===== config.mk =====
export PLATFORM = sky130hd
export DESIGN_NAME = fslv_ctrl
export DESIGN_NICKNAME = d
export VERILOG_FILES = /design/src/hdl/fslv_pkg.sv /design/src/hdl/fslv_ctrl.sv
export SDC_FILE = /design/constraint.sdc
export NUM_CORES = 1
export LEC_CHECK = 0
export ABC_AREA = 1
export BUFFER_PORTS_ARGS = -buffer_cell sky130_fd_sc_hd__buf_2
export CORE_AREA = 2 2 39 41
export DETAILED_ROUTE_END_ITERATION = 8
export DIE_AREA = 0 0 41 43
export GPL_ROUTABILITY_DRIVEN = 0
export SLEW_MARGIN = 20
export SYNTH_ARGS = -nofsm -noshare
export SYNTH_HDL_FRONTEND = slang
export SYNTH_SLANG_ARGS = --single-unit

===== constraint.sdc =====
create_clock -name i_clk -period 3.7 [get_ports i_clk]
set_input_delay 1.11 -clock i_clk [delete_from_list [all_inputs] [get_ports i_clk]]
set_output_delay 1.11 -clock i_clk [all_outputs]
set_load 0.05 [all_outputs]

===== src/hdl/fslv_pkg.sv =====
// ----------------------------------------------------------------------------
// fslv_pkg
// Shared types, codes and constants for the flash slot log value store.
// ----------------------------------------------------------------------------
package fslv_pkg;

    localparam int          SLOT_COUNT_DEF = 256;
    localparam logic [31:0] MARKER_RESET   = 32'h4E56_4D01;
    localparam logic [31:0] ERASED_WORD    = 32'hFFFF_FFFF;

    // function codes
    localparam logic [1:0] FUNC_RELOAD = 2'd0;
    localparam logic [1:0] FUNC_WRITE  = 2'd1;
    localparam logic [1:0] FUNC_RAW    = 2'd2;

    // result status codes
    localparam logic [2:0] ST_OK        = 3'd0;
    localparam logic [2:0] ST_SKIPPED   = 3'd1;
    localparam logic [2:0] ST_PROG_FAIL = 3'd2;
    localparam logic [2:0] ST_NO_VALID  = 3'd3;
    localparam logic [2:0] ST_RAW       = 3'd4;

    // scan address operations
    localparam logic [2:0] ADDR_HOLD = 3'd0;
    localparam logic [2:0] ADDR_ZERO = 3'd1;
    localparam logic [2:0] ADDR_LAST = 3'd2;
    localparam logic [2:0] ADDR_UP   = 3'd3;
    localparam logic [2:0] ADDR_DOWN = 3'd4;

    // memory write operations
    localparam logic [1:0] MEM_NONE  = 2'd0;
    localparam logic [1:0] MEM_ERASE = 2'd1;
    localparam logic [1:0] MEM_PROG  = 2'd2;
    localparam logic [1:0] MEM_RAW   = 2'd3;

    // result register updates
    localparam logic [2:0] RES_NONE      = 3'd0;
    localparam logic [2:0] RES_SKIP      = 3'd1;
    localparam logic [2:0] RES_RL_HIT    = 3'd2;
    localparam logic [2:0] RES_RL_MISS   = 3'd3;
    localparam logic [2:0] RES_RAW       = 3'd4;
    localparam logic [2:0] RES_TGT_HIT   = 3'd5;
    localparam logic [2:0] RES_TGT_ERASE = 3'd6;
    localparam logic [2:0] RES_PROG      = 3'd7;

    typedef struct packed {
        logic [1:0]  func;
        logic [31:0] value;
        logic [7:0]  slot_index;
        logic [63:0] raw_word;
        logic        program_ok;
    } t_item;

    typedef struct packed {
        logic [31:0] stored_value;
        logic [7:0]  slot_used;
        logic        page_erased;
        logic [2:0]  status;
    } t_result;

    typedef struct packed {
        logic       capture;
        logic       scan;
        logic [2:0] addr_op;
        logic [1:0] mem_op;
        logic [2:0] res_op;
    } t_cmd;

    typedef struct packed {
        logic [1:0] func;
        logic       same_value;
        logic       rl_hit;
        logic       rl_stop;
        logic       wr_hit;
        logic       wr_last;
        logic       addr_last;
    } t_sts;

endpackage


===== src/hdl/fslv_ctrl.sv =====
// ----------------------------------------------------------------------------
// fslv_ctrl
// Sequencer: clearing pass, dispatch, slot scans, page erase, program, result.
// ----------------------------------------------------------------------------
module fslv_ctrl (
    input  logic          i_clk,
    input  logic          i_rst_n,
    input  logic          start,
    output logic          busy,
    output logic          o_done,
    input  fslv_pkg::t_sts i_sts,
    output fslv_pkg::t_cmd o_cmd
);
    import fslv_pkg::*;

    localparam logic [3:0] S_CLEAR    = 4'd0;
    localparam logic [3:0] S_IDLE     = 4'd1;
    localparam logic [3:0] S_DISPATCH = 4'd2;
    localparam logic [3:0] S_RL_SCAN  = 4'd3;
    localparam logic [3:0] S_WR_SCAN  = 4'd4;
    localparam logic [3:0] S_ERASE    = 4'd5;
    localparam logic [3:0] S_PROG     = 4'd6;
    localparam logic [3:0] S_DONE     = 4'd7;

    logic [3:0] r_state;
    logic [3:0] n_state;

    always_ff @(posedge i_clk) begin
        if (!i_rst_n) begin
            r_state <= S_CLEAR;
        end else begin
            r_state <= n_state;
        end
    end

    always_comb begin
        n_state       = r_state;
        o_cmd         = '0;
        o_cmd.addr_op = ADDR_HOLD;
        o_cmd.mem_op  = MEM_NONE;
        o_cmd.res_op  = RES_NONE;
        case (r_state)
            S_CLEAR: begin
                o_cmd.mem_op  = MEM_ERASE;
                o_cmd.addr_op = ADDR_UP;
                if (i_sts.addr_last) begin
                    n_state = S_IDLE;
                end
            end
            S_IDLE: begin
                if (start) begin
                    o_cmd.capture = 1'b1;
                    n_state       = S_DISPATCH;
                end
            end
            S_DISPATCH: begin
                case (i_sts.func)
                    FUNC_RELOAD: begin
                        o_cmd.addr_op = ADDR_LAST;
                        n_state       = S_RL_SCAN;
                    end
                    FUNC_WRITE: begin
                        if (i_sts.same_value) begin
                            o_cmd.res_op = RES_SKIP;
                            n_state      = S_DONE;
                        end else begin
                            o_cmd.addr_op = ADDR_ZERO;
                            n_state       = S_WR_SCAN;
                        end
                    end
                    FUNC_RAW: begin
                        o_cmd.mem_op = MEM_RAW;
                        o_cmd.res_op = RES_RAW;
                        n_state      = S_DONE;
                    end
                    default: begin
                        n_state = S_DONE;
                    end
                endcase
            end
            S_RL_SCAN: begin
                // one read issued per cycle, check uses the registered read of the previous address
                o_cmd.scan    = 1'b1;
                o_cmd.addr_op = ADDR_DOWN;
                if (i_sts.rl_hit) begin
                    o_cmd.res_op = RES_RL_HIT;
                    n_state      = S_DONE;
                end else if (i_sts.rl_stop) begin
                    o_cmd.res_op = RES_RL_MISS;
                    n_state      = S_DONE;
                end
            end
            S_WR_SCAN: begin
                o_cmd.scan    = 1'b1;
                o_cmd.addr_op = ADDR_UP;
                if (i_sts.wr_hit) begin
                    o_cmd.res_op = RES_TGT_HIT;
                    n_state      = S_PROG;
                end else if (i_sts.wr_last) begin
                    o_cmd.res_op  = RES_TGT_ERASE;
                    o_cmd.addr_op = ADDR_ZERO;
                    n_state       = S_ERASE;
                end
            end
            S_ERASE: begin
                o_cmd.mem_op  = MEM_ERASE;
                o_cmd.addr_op = ADDR_UP;
                if (i_sts.addr_last) begin
                    n_state = S_PROG;
                end
            end
            S_PROG: begin
                o_cmd.mem_op = MEM_PROG;
                o_cmd.res_op = RES_PROG;
                n_state      = S_DONE;
            end
            S_DONE: begin
                n_state = S_IDLE;
            end
            default: begin
                n_state = S_IDLE;
            end
        endcase
    end

    assign busy   = (r_state != S_IDLE);
    assign o_done = (r_state == S_DONE);

endmodule


==> impl_metrics.yaml, run 1 <==
outcome:
  run_status: "finished clean"
setup_path:
  cp.arrival_ns: 1.94
  cp_launch_point: "i_sts[7]"
  count_of_cells_along_the_worst_register_to_register_path: 7
  setup.worst_path.end_class: "output pin"
  cp.required_ns: 2.59
  timing_worst_setup_path_type: "input port to output pin"
  setup.worst_path.start_class: "input port"
  crit_path_max_fanout: 3
  regToRegSetupSlack_ns: 2.33
  crit-reg2reg-launch: "r_state[2]"
cells_and_area:
  reg.largest.list: "r_state (3)"
  registers.top_by_ff_count: "r_state"
  most-common-layout-cells: "22 x buf_2, 16 x nand2_1, 12 x inv_1, 11 x nor2_1, 10 x nand3_1"
  finalCoreUtilization_pct: 41.8
  most_frequent_standard_cell_in_the_layout_excluding_fill_and_tap_cells: "buf_2"
  stdcell_area_um2: 578
  finish.net_count: 117
  largest_register_ff_count: 3
  layout-drive-gt1-share_pct: 38.1
  syn2layout_area_growth_pct: 30.1
  antenna_cells_inserted: 0
synth:
  synthCells: 81
  netlist_area_um2: 444
  yosysSeqAreaShare_pct: 13.5
  synth_cell_type_count: 18
  synth.ff_latch_count: 3
  synth.net_count: 92
  syn_avg_cell_area_um2: 5.48
  synthesis.yosys.warnings: 0
die:
  floorplan.die_area_um2: 1760
  design.core.area_um2: 1380
  initial_utilization_pct: 32.1
  ios: 23
  core.rowCount: 14
  die_x_um: 41
  die_h_um: 43
clocking:
  clkSlewWorstSetupHoldPaths_ns: 0.04
  cts_resized: 0
  count_of_buffers_added_by_post_cts_timing_repair_for_setup: 0
  clk_latency_ns: 0.23
  cts_root_buf: "clkbuf_4"
  cts_tree: "yes"
  clkSinkCount: 3
  hold_fix_buffers_at_cts: 0
  max-clock-path-buffers: 2
  cts_max_level: 1
  tritoncts.num_buffers: 3
place:
  placement.io_buffers: 22
  placedInstanceArea_um2: 552
  place.detailed.hpwl_um: 887
  pre_cts_slack_ns: 0.648
timing:
  setup-violations-final: 0
  maxClockFrequency_ghz: 0.328
  final_period_minus_worst_setup_slack_ns: 3.05
  slew_headroom_pct: 73.3
  final-hold-violation-count: 0
  setup_tns_ns: 0
  measured_slew_at_the_worst_slew_check_pin_ns: 0.397
  whs_ns: 0.697
  worst_slack_ns: 0.650
  grt_setup_unrepaired: "false"
  final_period_util_pct: 82.4
  clock-skew-final_ns: 0.00334
  finalMaxSlewViolations: 0
routing:
  drt_first_iter_violations: 13
  drt_drc_violations_left: 0
  wl_met2_um: 486
  met3_wirelength_um: 63
  antenna_viol_nets_final: 0
  met1_routed_length_um: 540
  route.final.wire_length_um: 1090
  wl_per_cell_um: 9.01
  route.top_layer_used: "met3"
  vias: 545
  detail_route.first_pass.iterations: 5
  drt-vias-per-instance: 4.50
global_routing:
  grt_use_total_pct: 14.6
  antenna_violations_before_repair: 0
  grt_start_max_net_pins: 10
  grt_first_pass_wirelength_um: 1800
  vias_in_the_first_global_route: 441
  grt.overflow.total: 0
power_and_ir_drop:
  netSwitchingPower_w: 0.000390
  leakagePower_nw: 0.332
  worst_ir_drop_vdd_mv: 0.645
  internal_power_summed_over_all_cells_w: 0.000202
  comb_power_share_pct: 77.1
  pwr_density_cell_nw_per_um2: 1020
  switching_share_pct: 65.9
  pwr-share-seq_pct: 13.5
  share_clk_of_total_power_pct: 9.4
worst_hold_path:
  min_delay_path_depth: 4
  hold_sp: "r_state[0]"
  timing.hold.worst.class: "flip-flop to flip-flop"
flow_run:
  maxCapViolCount: 0
[kinds of logic (layout without fill, tap and decap cells)]
kind of cell,count (synthesis),count (layout),share of synthesized area (%)
AND/OR/NAND/NOR,51,51,55.5
buffers and inverters,17,41,17.7
AO/OA/AOI/OAI,10,10,13.2
flip-flops,3,3,13.5
[synth_stat cells]
master	instances	share of area, %
nand3_1	10	11
a21oi_1	4	4.5
inv_1	12	10
o211ai_1	2	3.4
nand3_2	1	2.3
nor2_2	4	5.6
or2_2	1	1.4
o21ai_0	3	3.4
nand2_1	16	14
o221ai_1	1	2.0
dfxtp_1	3	14
buf_6	2	5.1
nor2_1	11	9.3
nand4_1	1	1.4
nor2_4	1	2.5
inv_2	3	2.5
nor3_1	1	1.1
nand2_2	5	7.0
[final cells by class]
| cell class | instances | area (um^2) |
|---|---|---|
| Fill cell | 136 | 806 |
| Multi-Input combinational cell | 61 | 305 |
| Timing Repair Buffer | 22 | 110 |
| Sequential cell | 3 | 60.1 |
| Inverter | 15 | 56.3 |
| Clock buffer | 4 | 26.3 |
| Tap cell | 16 | 20.0 |
[final timing paths]
path	end
setup reg to reg	r_state[0]
setup / recovery	o_cmd[6]
hold reg to reg	r_state[1]
hold / removal	r_state[1]
[power groups by stage]
stage / Clock [W] / Combinational [W] / Sequential [W]
6_report: 0.0000556 / 0.000456 / 0.0000798
5_1_grt: 0.0000605 / 0.000494 / 0.0000838
4_1_cts: 0.0000578 / 0.000458 / 0.0000792
3_5_place_dp: 0 / 0.000456 / 0.0000796
3_3_place_gp: 0 / 0.000458 / 0.0000807
2_1_floorplan: 0 / 0.000408 / 0.0000567
[metal layers]
metal | vias to the layer above | GRT usage (%)
met5 | - | 0
met4 | 0 | 6.00
met3 | 0 | 1.57
met2 | 18 | 20.6
met1 | 222 | 21.7
li1 | 305 | -
[worst max-delay path: stages]
cell	delay [ns]
buf_2	0.11
or2_2	0.29
o21ai_0	0.15
buf_2	0.28
[through the flow]
step / power (W) / instances
detailed placement: 0.000535 / 117
finish: 0.000592 / 121
global placement: 0.000539 / 117
global route: 0.000639 / 121
CTS: 0.000595 / 121
floorplan: 0.000465 / 81
No activity file was read; power rests on OpenSTA's default activity.
==> inputs of run 2 (changes only) <==
==> constraint.sdc (replaced) <==
create_clock -name i_clk -period 2.56 [get_ports i_clk]
set_input_delay 0.768 -clock i_clk [delete_from_list [all_inputs] [get_ports i_clk]]
set_output_delay 0.768 -clock i_clk [all_outputs]
set_load 0.05 [all_outputs]
==> run 2 against run 1 <==
  * Power increased by 49%
  * Wire length rose by 7.2%
  * Global-route usage is 0.62 points higher
  * Clock-buffer cell count unchanged
  * Clock skew is 0.0024 ns lower
  * Largest cell class unchanged
  * Die area stayed put
  * Largest power group unchanged
  * Combinational power is 52% higher
  * Cell count is 0.83% higher
  * Hold slack gained 0.014 ns
  * Sequential power rose by 32%
  * Non-clock buffer count is 1 higher
==> impl_metrics.yaml, run 2 (same netlist as run 1, synthesis figures left out) <==
global_routing:
  grt.overflow.total: 0
  antenna_violations_before_repair: 0
  vias_in_the_first_global_route: 508
  grt_first_pass_wirelength_um: 1890
  grt_start_max_net_pins: 10
  grt_use_total_pct: 15.2
timing:
  setup-violations-final: 0
  final_period_util_pct: 91.8
  grt_setup_unrepaired: "false"
  slew_headroom_pct: 71.9
  setup_tns_ns: 0
  measured_slew_at_the_worst_slew_check_pin_ns: 0.420
  clock-skew-final_ns: 0.000954
  worst_slack_ns: 0.209
  final_period_minus_worst_setup_slack_ns: 2.35
  final-hold-violation-count: 0
  finalMaxSlewViolations: 0
  maxClockFrequency_ghz: 0.425
setup_path:
  setup.worst_path.end: "o_cmd[6]"
  regToRegSetupSlack_ns: 1.17
  setup.worst_path.end_class: "output pin"
  crit_chain: "buf_2 > or2_2 > o21ai_1 > buf_2"
  timing_worst_setup_path_type: "input port to output pin"
  path_common_cell: "buf_2"
  crit-reg2reg-launch: "r_state[2]"
  cp_launch_point: "i_sts[7]"
  critical_path_depth: 4
  worstPathBufferInverterCount: 2
  crit_path_max_fanout: 3
  path_delay_family: "buffers and inverters"
  setup.worst_path.start_class: "input port"
  cp.required_ns: 1.79
  count_of_cells_along_the_worst_register_to_register_path: 7
  cp.arrival_ns: 1.58
  crit_slowest_cell: "or2_2"
  worst_r2r_endpoint: "r_state[0]"
  critical_path.max_stage_delay_ns: 0.30
clocking:
  hold_fix_buffers_at_cts: 0
  clkSlewWorstSetupHoldPaths_ns: 0.04
  tritoncts.num_buffers: 3
  max-clock-path-buffers: 2
  count_of_buffers_added_by_post_cts_timing_repair_for_setup: 0
  clkSinkCount: 3
  clk_latency_ns: 0.23
  cts_root_buf: "clkbuf_4"
  cts_tree: "yes"
  cts_resized: 0
  cts_max_level: 1
cells_and_area:
  most-common-layout-cells: "22 x buf_2, 16 x nand2_1, 12 x inv_1, 11 x nor2_1, 10 x nand3_1"
  largest_register_ff_count: 3
  most_frequent_standard_cell_in_the_layout_excluding_fill_and_tap_cells: "buf_2"
  reg.largest.list: "r_state (3)"
  layout-drive-gt1-share_pct: 39.6
  syn2layout_area_growth_pct: 33.0
  registers.top_by_ff_count: "r_state"
  antenna_cells_inserted: 0
  finish.net_count: 118
flow_run:
  maxCapViolCount: 0
die:
  floorplan.die_area_um2: 1760
  initial_utilization_pct: 32.1
  die_h_um: 43
  core.rowCount: 14
  design.core.area_um2: 1380
  die_x_um: 41
  ios: 23
worst_hold_path:
  timing.hold.worst.class: "flip-flop to flip-flop"
routing:
  drt_drc_violations_left: 0
  detail_route.first_pass.iterations: 4
  wl_per_cell_um: 9.57
  antenna_viol_nets_final: 0
  vias: 573
  drt-vias-per-instance: 4.70
  drt_first_iter_violations: 14
  route.final.wire_length_um: 1170
place:
  placement.io_buffers: 22
  pre_cts_slack_ns: 0.210
  place.detailed.hpwl_um: 965
power_and_ir_drop:
  leakagePower_nw: 0.340
  worst_ir_drop_vdd_mv: 0.923
  pwr_density_cell_nw_per_um2: 1490
outcome:
  run_status: "finished clean"
## run 2: worst min path at each step
stage / end / cells past startpoint / start / slack [ns]
CTS: r_state[1] / 4 / r_state[0] / 0.70
floorplan: r_state[0] / 4 / r_state[0] / 0.63
global placement: r_state[2] / 2 / r_state[2] / 0.70
finish: r_state[1] / 4 / r_state[0] / 0.71
global route: r_state[1] / 4 / r_state[0] / 0.74
detailed placement: r_state[1] / 4 / r_state[0] / 0.70
## run 2: layout make-up
cell class,instances,area [um^2]
clock buffers,4,26.3
well taps,16,20.0
repair buffers,23,118
fillers,160,793
inverters,15,56.3
flip-flops and latches,3,60.1
multi-input cells,61,310
## run 2: worst register-to-register path, delay by kind of cell (launching register included)
| kind | cells | cell delay, ns |
|---|---|---|
| buffers and inverters | 1 | 0.14 |
| DFF | 1 | 0.57 |
| and+or+nand+nor | 6 | 0.58 |
## run 2: report_power, final
group	internal (W)	switching, W
combinational	0.000177	0.000515
sequential	0.0000666	0.0000382
clock	0.0000584	0.0000238
total	0.000302	0.000577
## run 2: metrics by stage
stage	std cells	instance area (um^2)	util (%)	total power (W)	hold WS [ns]
after floorplan	81	444	-	0.000673	0.628
after global placement	118	559	40.4	0.000792	0.702
after detailed placement	118	559	40.4	0.000793	0.698
after CTS	122	586	42.3	0.000879	0.703
after global routing	122	591	42.7	0.000945	0.745
final	122	591	42.7	0.000880	0.710
## run 2: routing by layer
metal	global-route usage, %	wire [um]	vias to the layer above
met5	0	0	-
met1	18.6	546	247
met4	6.00	19	0
met2	25.6	561	15
met3	1.57	41	2
li1	-	-	309
==> inputs of run 3 (changes only) <==
--- a/config.mk
+++ b/config.mk
@@ -6,10 +6,10 @@
 export NUM_CORES = 1
 export LEC_CHECK = 0
 export ABC_AREA = 1
-export BUFFER_PORTS_ARGS = -buffer_cell sky130_fd_sc_hd__buf_2
 export CORE_AREA = 2 2 39 41
 export DETAILED_ROUTE_END_ITERATION = 8
 export DIE_AREA = 0 0 41 43
+export DONT_BUFFER_PORTS = 1
 export GPL_ROUTABILITY_DRIVEN = 0
 export SLEW_MARGIN = 20
 export SYNTH_ARGS = -nofsm -noshare
==> run 3 against run 2 <==
  * Core utilization down 4.0 points
  * Register-to-register slack worse by 0.06 ns
  * Non-clock buffer count down 14
  * Critical path depth unchanged
  * Power down 2.3%
  * Cell area down 9.3%
  * Global-route usage down 1.7 points
  * Sequential share of layout area up 1.0 points
  * Clock skew about the same
  * Wire length down 13%
==> impl_metrics.yaml, run 3 (same netlist as run 1, synthesis figures left out) <==
die:
  die_x_um: 41
  initial_utilization_pct: 32.1
  design.core.area_um2: 1380
  die_h_um: 43
  ios: 23
  core.rowCount: 14
  floorplan.die_area_um2: 1760
flow_run:
  maxCapViolCount: 0
setup_path:
  critical_path.max_stage_delay_ns: 0.47
  setup.worst_path.start_class: "flip-flop"
  setup.worst_path.end_class: "output pin"
  path_delay_family: "simple AND/OR/NAND/NOR gates"
  regToRegSetupSlack_ns: 1.11
  cp.required_ns: 1.79
  worst_r2r_endpoint: "r_state[0]"
  worstPathBufferInverterCount: 1
  cp.arrival_ns: 1.69
  crit_slowest_cell: "dfxtp_1"
  crit_path_max_fanout: 8
  count_of_cells_along_the_worst_register_to_register_path: 8
  crit_chain: "inv_1 > nor3_1 > nand3_1 > nand2_1"
  timing_worst_setup_path_type: "flip-flop to output pin"
  crit-reg2reg-launch: "r_state[2]"
cells_and_area:
  largest_register_ff_count: 3
  finish.net_count: 104
  sequential_area_um2: 60.1
  syn2layout_area_growth_pct: 20.6
  most_frequent_standard_cell_in_the_layout_excluding_fill_and_tap_cells: "nand2_1"
  reg.largest.list: "r_state (3)"
  most-common-layout-cells: "16 x nand2_1, 12 x inv_1, 11 x nor2_1, 10 x nand3_1, 9 x buf_4"
  final_cells: 108
  fillCellCount: 165
  multi_input_area_um2: 305
  layout-drive-gt1-share_pct: 29.3
  antenna_cells_inserted: 0
  registers.top_by_ff_count: "r_state"
worst_hold_path:
  min_delay_path_depth: 2
  min_to: "r_state[1]"
  timing.hold.worst.class: "input port to flip-flop"
  hold_sp: "i_rst_n"
global_routing:
  vias_in_the_first_global_route: 434
  grt_first_pass_wirelength_um: 1640
  antenna_violations_before_repair: 0
  grt.overflow.total: 0
  grt_start_max_net_pins: 10
  grt_use_total_pct: 13.5
place:
  place.detailed.hpwl_um: 884
  placement.io_buffers: 0
  dp_cells: 104
clocking:
  clk_latency_ns: 0.23
  cts_root_buf: "clkbuf_4"
  clkSlewWorstSetupHoldPaths_ns: 0.03
  cts_tree: "yes"
  tritoncts.num_buffers: 3
  clkSinkCount: 3
  count_of_buffers_added_by_post_cts_timing_repair_for_setup: 0
  cts_max_level: 1
  max-clock-path-buffers: 2
  cts_resized: 0
  hold_fix_buffers_at_cts: 0
routing:
  antenna_viol_nets_final: 0
  drt_drc_violations_left: 0
  drt_first_iter_violations: 12
  drt-vias-per-instance: 4.75
  detail_route.first_pass.iterations: 4
  wl_per_cell_um: 9.45
  route.final.wire_length_um: 1020
  vias: 513
timing:
  finalMaxSlewViolations: 0
  grt_setup_unrepaired: "false"
  clock-skew-final_ns: 0.00121
  maxClockFrequency_ghz: 0.407
  final_period_util_pct: 95.9
  slew_headroom_pct: 68.9
  final_period_minus_worst_setup_slack_ns: 2.45
  measured_slew_at_the_worst_slew_check_pin_ns: 0.466
  final-hold-violation-count: 0
  setup_tns_ns: 0
  setup-violations-final: 0
power_and_ir_drop:
  pwr_density_cell_nw_per_um2: 1610
  worst_ir_drop_vdd_mv: 0.818
  leakagePower_nw: 0.282
outcome:
  run_status: "finished clean"
==> run 3: changes by cell type in the layout (fill, tap and decap cells not counted) <==
cell	change
buf_4	+8
nor3_2	-1
nor3_1	+1
buf_2	-22
==> run 3: power by group <==
group | total (W) | internal [W] | leakage (nW) | switching, W
registers | 0.000111 | 0.0000666 | 0.0248 | 0.0000443
clock network | 0.0000803 | 0.0000582 | 0.0150 | 0.0000221
logic | 0.000668 | 0.000180 | 0.242 | 0.000488
==> run 3: final cells by class <==
| class | instances | area share, % |
|---|---|---|
| Inverter | 15 | 10.5 |
| Multi-Input combinational cell | 61 | 57.0 |
| Clock buffer | 4 | 4.91 |
| Sequential cell | 3 | 11.2 |
| Timing Repair Buffer | 9 | 12.6 |
| Tap cell | 16 | 3.74 |
==> run 3: worst register-to-register path, cell delays in order (launching register included) <==
cell and delay [ns]:
dfxtp_1 0.54, nor2_4 0.07, buf_4 0.20, nand2_2 0.08
nand2_1 0.06, nor2_2 0.13, nand2_2 0.08, nor2_1 0.13
nor2_2 0.05
==> run 3: how the worst max path moves through the flow <==
| stage | startpoint | slack, ns | to | cells after the start |
|---|---|---|---|---|
| 2_1_floorplan | i_sts[7] | 0.02 | o_cmd[6] | 2 |
| 3_3_place_gp | r_state[1] | 0.37 | o_cmd[4] | 4 |
| 3_5_place_dp | r_state[1] | 0.35 | o_cmd[3] | 4 |
| 4_1_cts | r_state[1] | 0.09 | o_cmd[3] | 4 |
| 5_1_grt | r_state[1] | 0.004 | o_cmd[3] | 4 |
| 6_report | r_state[1] | 0.11 | o_cmd[3] | 4 |
==> run 3: metal layers <==
metal / track usage (%) / vias up / share of wire (%)
li1: - / 280 / -
met1: 17.6 / 209 / 46
met2: 19.4 / 22 / 46
met3: 6.28 / 2 / 7.3
met4: 4.00 / 0 / 0.98
met5: 0 / - / 0
==> run 3: through the flow <==
stage	cell area, um^2	total power, W	util [%]	hold WS [ns]	worst slack, ns
after floorplan	444	0.000673	-	0.628	0.0209
after global placement	509	0.000781	36.8	0.674	0.372
after detailed placement	509	0.000782	36.8	0.677	0.348
after CTS	536	0.000869	38.7	0.646	0.0945
after global routing	536	0.000935	38.7	0.656	0.00359
final	536	0.000860	38.7	0.657	0.105
